==> src/hw/rtl/kws_pkg.sv <==
`timescale 1ns / 1ps
`default_nettype none
// ----------------------------------------------------------------------------
// kws_pkg
// Shared constants, types and helpers of the kernel window smoother.
// ----------------------------------------------------------------------------
package kws_pkg;

    localparam int WINDOW_DEPTH = 64;
    localparam int SLOT_W       = $clog2(WINDOW_DEPTH);
    localparam int CNT_W        = $clog2(WINDOW_DEPTH + 1);

    localparam int CTX_RESET    = 50;
    localparam int LEVEL_ONE    = 65536;
    // 0.75 in Q0.16
    localparam int KERNEL_PEAK  = 49152;

    // divider: numerator, divisor and quotient widths
    localparam int DIV_NUM_W    = 56;
    localparam int DIV_DEN_W    = 39;
    localparam int DIV_Q_W      = 17;

    typedef struct packed {
        logic [7:0]  chrom;
        logic [31:0] start_pos;
        logic [31:0] end_pos;
        logic [15:0] reads;
        logic [16:0] frac;
    } entry_t;

    typedef struct packed {
        logic [7:0]  chrom;
        logic [31:0] center_pos;
        logic [39:0] coverage;
        logic [16:0] level;
        logic        truncated;
    } result_t;

    typedef struct packed {
        logic                 start;
        logic [DIV_NUM_W-1:0] num;
        logic [DIV_DEN_W-1:0] den;
    } div_req_t;

    typedef struct packed {
        logic               done;
        logic [DIV_Q_W-1:0] quot;
    } div_rsp_t;

    // slot arithmetic modulo the window depth; both operands stay below it
    function automatic logic [SLOT_W-1:0] slot_add(input logic [SLOT_W-1:0] a,
                                                   input logic [SLOT_W-1:0] b);
        logic [SLOT_W:0] s;
        begin
            s = {1'b0, a} + {1'b0, b};
            if (s >= (SLOT_W + 1)'(WINDOW_DEPTH))
            begin
                s = s - (SLOT_W + 1)'(WINDOW_DEPTH);
            end
            return s[SLOT_W-1:0];
        end
    endfunction

endpackage
`default_nettype wire

==> src/hw/rtl/kws_div.sv <==
`timescale 1ns / 1ps
`default_nettype none
// ----------------------------------------------------------------------------
// kws_div
// Restoring divider, one quotient bit per cycle. The numerator must be
// below the divisor shifted up by the quotient width.
// ----------------------------------------------------------------------------
module kws_div (
    input  wire logic              clk,
    input  wire logic              rst_n,
    input  wire kws_pkg::div_req_t req,
    output kws_pkg::div_rsp_t      rsp
);
    import kws_pkg::*;

    localparam int STEP_W = $clog2(DIV_Q_W);

    logic [DIV_NUM_W-1:0] rem_reg;
    logic [DIV_NUM_W-1:0] den_reg;
    logic [DIV_Q_W-1:0]   q_reg;
    logic [STEP_W-1:0]    step_reg;
    logic                 busy_reg;
    logic                 done_reg;
    logic                 fits;

    assign fits = (rem_reg >= den_reg);

    always_ff @(posedge clk or negedge rst_n)
    begin
        if (!rst_n)
        begin
            busy_reg <= 1'b0;
            done_reg <= 1'b0;
            step_reg <= '0;
        end
        else
        begin
            done_reg <= 1'b0;
            if (req.start)
            begin
                busy_reg <= 1'b1;
                step_reg <= STEP_W'(DIV_Q_W - 1);
            end
            else if (busy_reg)
            begin
                if (step_reg == '0)
                begin
                    busy_reg <= 1'b0;
                    done_reg <= 1'b1;
                end
                else
                begin
                    step_reg <= step_reg - 1'b1;
                end
            end
        end
    end

    always_ff @(posedge clk)
    begin
        if (req.start)
        begin
            rem_reg <= req.num;
            den_reg <= DIV_NUM_W'({req.den, {(DIV_Q_W - 1){1'b0}}});
            q_reg   <= '0;
        end
        else if (busy_reg)
        begin
            if (fits)
            begin
                rem_reg <= rem_reg - den_reg;
            end
            q_reg   <= {q_reg[DIV_Q_W-2:0], fits};
            den_reg <= den_reg >> 1;
        end
    end

    assign rsp.done = done_reg;
    assign rsp.quot = q_reg;

endmodule
`default_nettype wire

==> config.mk <==
export PLATFORM = sky130hd
export DESIGN_NAME = kws_div
export DESIGN_NICKNAME = d
export VERILOG_FILES = /design/src/hw/rtl/kws_pkg.sv /design/src/hw/rtl/kws_div.sv
export SDC_FILE = /design/constraint.sdc
export NUM_CORES = 1
export LEC_CHECK = 0
export CAP_MARGIN = 10
export CORE_ASPECT_RATIO = 1.75
export CORE_MARGIN = 4
export CORE_UTILIZATION = 65
export CTS_CLUSTER_DIAMETER = 80
export CTS_CLUSTER_SIZE = 28
export DETAILED_ROUTE_END_ITERATION = 8
export DONT_BUFFER_PORTS = 1
export PLACE_DENSITY = 0.86
export SYNTH_ARGS = -nofsm -noshare
export SYNTH_HDL_FRONTEND = slang
export SYNTH_SLANG_ARGS = --single-unit
==> constraint.sdc <==
create_clock -name clk -period 6.3 [get_ports clk]
set_clock_uncertainty 0.05 [all_clocks]
set_input_delay 1.26 -clock clk [delete_from_list [all_inputs] [get_ports clk]]
set_output_delay 1.26 -clock clk [all_outputs]
set_load 0.02 [all_outputs]
==> out/metrics.csv <==
metric,value,unit
first_iter_violations,553,
holdCritStartpoint,den_reg[0]$_SDFFE_PP0P_,
timing.critical_path.from,rem_reg[17]$_DFFE_PP_,
clkSlewWorstSetupHoldPaths,0.06,ns
rr_endpoint,rem_reg[25]$_DFFE_PP_,
place.gp.congestion,0.951,
met3_length,1400,um
core_area,13800,um^2
end_kind,flop,
timing.final.crit_share,0.586,
dieHeight,165,um
crit_family,compound AO/OA/AOI/OAI gates,
cts_buffer_depth,2,
total_power,0.00561,W
max-vdd-ir-drop,0.286,mV
p_int,0.00312,W
cts_setup_buffers,0,
highest_layer,met4,
layout-drive-gt1-share,0.0617,
cp_slowest_cell,buf_4,
synth_edf_count,95,
drtAntennaViolNets,0,
worstMarginPinSlew,1.02,ns
critical_path_class,flop to flop,
dp.cells,1134,
synthTopCellsByArea,"edfxtp_1 31%, ha_1 7.8%, dfxtp_1 7.2%",
drcViolationCount,0,
ctsHtreeMaxLevel,4,
yosysSeqAreaShare,0.405,
row_count,57,
portBuffers,0,
die_w,97.5,um
power.switching,0.00249,W
gr-usage-all-layers,0.272,
hpwlAfterDp,15600,um
drv_cap,0,
grt_max_degree,225,
clock_power_share,0.183,
grt_pass1_wl,35200,um
status,"finished, final reports clean",
initial_core_util,0.659,
cts_tree,built,
finalNonFillerCells,1167,
nets,1132,
first_pass_iters,8,
max_clock_freq,271,MHz
synth_area_leader_cell,edfxtp_1,
cts_hold_buf,0,
root_buffer,clkbuf_16,
cpPeakStageDelay,0.45,ns
rsz0062_at_grt,no,
p_comb_frac,0.554,
synth-seq-cells,135,
yosysUniqueCellTypes,72,
die_area,16100,um^2
wl,21800,um
netlist_instances,1019,
finalHoldViolations,0,
fin_tns_setup,0,ns
drv_slew,0,
startpoint_type,flop,
insertion_delay,0.43,ns
grt_overflow,0,
viasPerCell,6.31,
power.leakage,4.08,nW
area_delta_synth_final,6.29,%
hold_path.class,flop to flop,
wl_per_cell,18.7,um
reg2regPathDepth,11,
antenna_found_initial,1,
cts_sinks,135,
critPathArrivalTime,3.72,ns
worstPathRequired,6.32,ns
io_pins,116,
r2r_setup_slack,2.61,ns
r2r-start,rem_reg[17]$_DFFE_PP_,
period_needed,3.69,ns
synth_top_flop_cell,edfxtp_1,
cts_made_buffers,17,
swShare,0.443,
synth_top_cells_by_count,"141 x nand2_1, 95 x edfxtp_1, 75 x a21oi_1, 75 x inv_1, 72 x nor2_1",
synth_top_cell_area_share,0.313,
whs_path_depth,2,
crit_buf_inv,1,
path_cells,"ha_1, nand2_1, nor3_1, and3_1, o21ai_1, a21oi_1, o21ai_1, o31ai_2, o211ai_1, o211ai_1, buf_4",
synth-warning-count,0,
hold_ws,0.458,ns
power_frac_seq,0.263,
whs_endpoint,den_reg[0]$_SDFFE_PP0P_,
finalSetupViolCount,0,
wl_met1,7920,um
power.density,579,nW/um^2
largest_reg_flops,56,
syn_area,9110,um^2
dr_wl_met2,11500,um
grt_pass1_vias,7345,
yosysMostFrequentCell,nand2_1,
async_reset_ff_frac,0.0519,
postSynthAreaPerCell,8.94,um^2
ctsResizeCount,0,
synth_fp_nets,1175,
vias,7368,
relSlewSlack,0.319,
crit_path_max_fanout,29,
[cell type report]
class | count | area (um^2)
inverter | 75 | 282
sequential | 135 | 3690
tap | 177 | 221
timing repair buffer | 4 | 30.0
fill | 1066 | 4150
multi-input combinational | 743 | 4840
clock inverter | 13 | 144
antenna | 1 | 2.50
clock buffer | 19 | 475
[how the worst max path moves through the flow]
stage                       endpoint  slack (ns)  cells after the start
2_1_floorplan   rem_reg[0]$_DFFE_PP_        1.54                     10
6_report       rem_reg[25]$_DFFE_PP_        2.61                     11
3_3_place_gp   rem_reg[46]$_DFFE_PP_        2.86                     13
3_5_place_dp   rem_reg[23]$_DFFE_PP_        2.70                     12
4_1_cts        rem_reg[27]$_DFFE_PP_        2.68                     12
5_1_grt        rem_reg[27]$_DFFE_PP_        2.29                     12
[cell usage in the layout, fill, tap and decap left out, types with 5 or more instances in the layout]
| master | netlist | layout |
|---|---|---|
| a31oi_1 | 5 | 5 |
| edfxtp_1 | 95 | 95 |
| mux2i_1 | 36 | 36 |
| nand2_1 | 141 | 141 |
| dfrtp_1 | 7 | 6 |
| clkbuf_16 | 0 | 19 |
| dfxtp_1 | 33 | 33 |
| inv_1 | 75 | 75 |
| o21bai_1 | 11 | 11 |
| xor2_1 | 17 | 17 |
| a21oi_1 | 75 | 75 |
| a21o_1 | 24 | 24 |
| nand4_1 | 22 | 22 |
| nor3_1 | 10 | 10 |
| nor2b_1 | 7 | 7 |
| xnor2_1 | 31 | 31 |
| o21ai_1 | 11 | 11 |
| o21ai_0 | 70 | 70 |
| nor2_1 | 72 | 72 |
| o211ai_1 | 8 | 8 |
| nand3_1 | 12 | 12 |
| o21a_1 | 6 | 6 |
| o31ai_1 | 41 | 41 |
| ha_1 | 57 | 57 |
| nand2b_1 | 9 | 9 |
[cells by family (layout without fill, tap and decap cells)]
family                   Yosys count  in the layout  synth area share
adder cells (fa/ha/maj)           58             58            0.0804
flip-flops                       135            135             0.405
XOR/XNOR                          48             48            0.0461
multiplexers                      39             39            0.0432
AND/OR/NAND/NOR                  301            301             0.149
other                              0              1                 0
buffers and inverters            141            111            0.0640
AO/OA/AOI/OAI                    297            297             0.213
[worst min-delay path, delay by kind of cell, from the launching register on]
| kind | cells | cell delay (ns) |
|---|---|---|
| flip-flops | 1 | 0.33 |
| multiplexers | 1 | 0.07 |
| AND/OR/NAND/NOR | 1 | 0.07 |
[layer usage]
layer | GRT usage | up-vias
li1 | - | 3591
met1 | 0.292 | 3399
met2 | 0.493 | 303
met3 | 0.0630 | 75
met4 | 0.141 | 0
met5 | 0 | -
[power groups by stage]
stage | Clock (W) | Combinational, W | Sequential (W)
floorplan | 0 | 0.00244 | 0.00145
global placement | 0 | 0.00294 | 0.00148
detailed placement | 0 | 0.00300 | 0.00149
CTS | 0.00103 | 0.00305 | 0.00148
global route | 0.00108 | 0.00341 | 0.00150
finish | 0.00103 | 0.00311 | 0.00148
[metrics by stage]
step | cell area [um^2] | util | setup slack (ns)
after floorplan | 9110 | - | 1.54
final | 9690 | 0.700 | 2.61
after global placement | 9060 | 0.655 | 2.86
after CTS | 9680 | 0.700 | 2.68
after global routing | 9690 | 0.700 | 2.29
after detailed placement | 9060 | 0.655 | 2.70
Power figures use the tool's default switching activity.
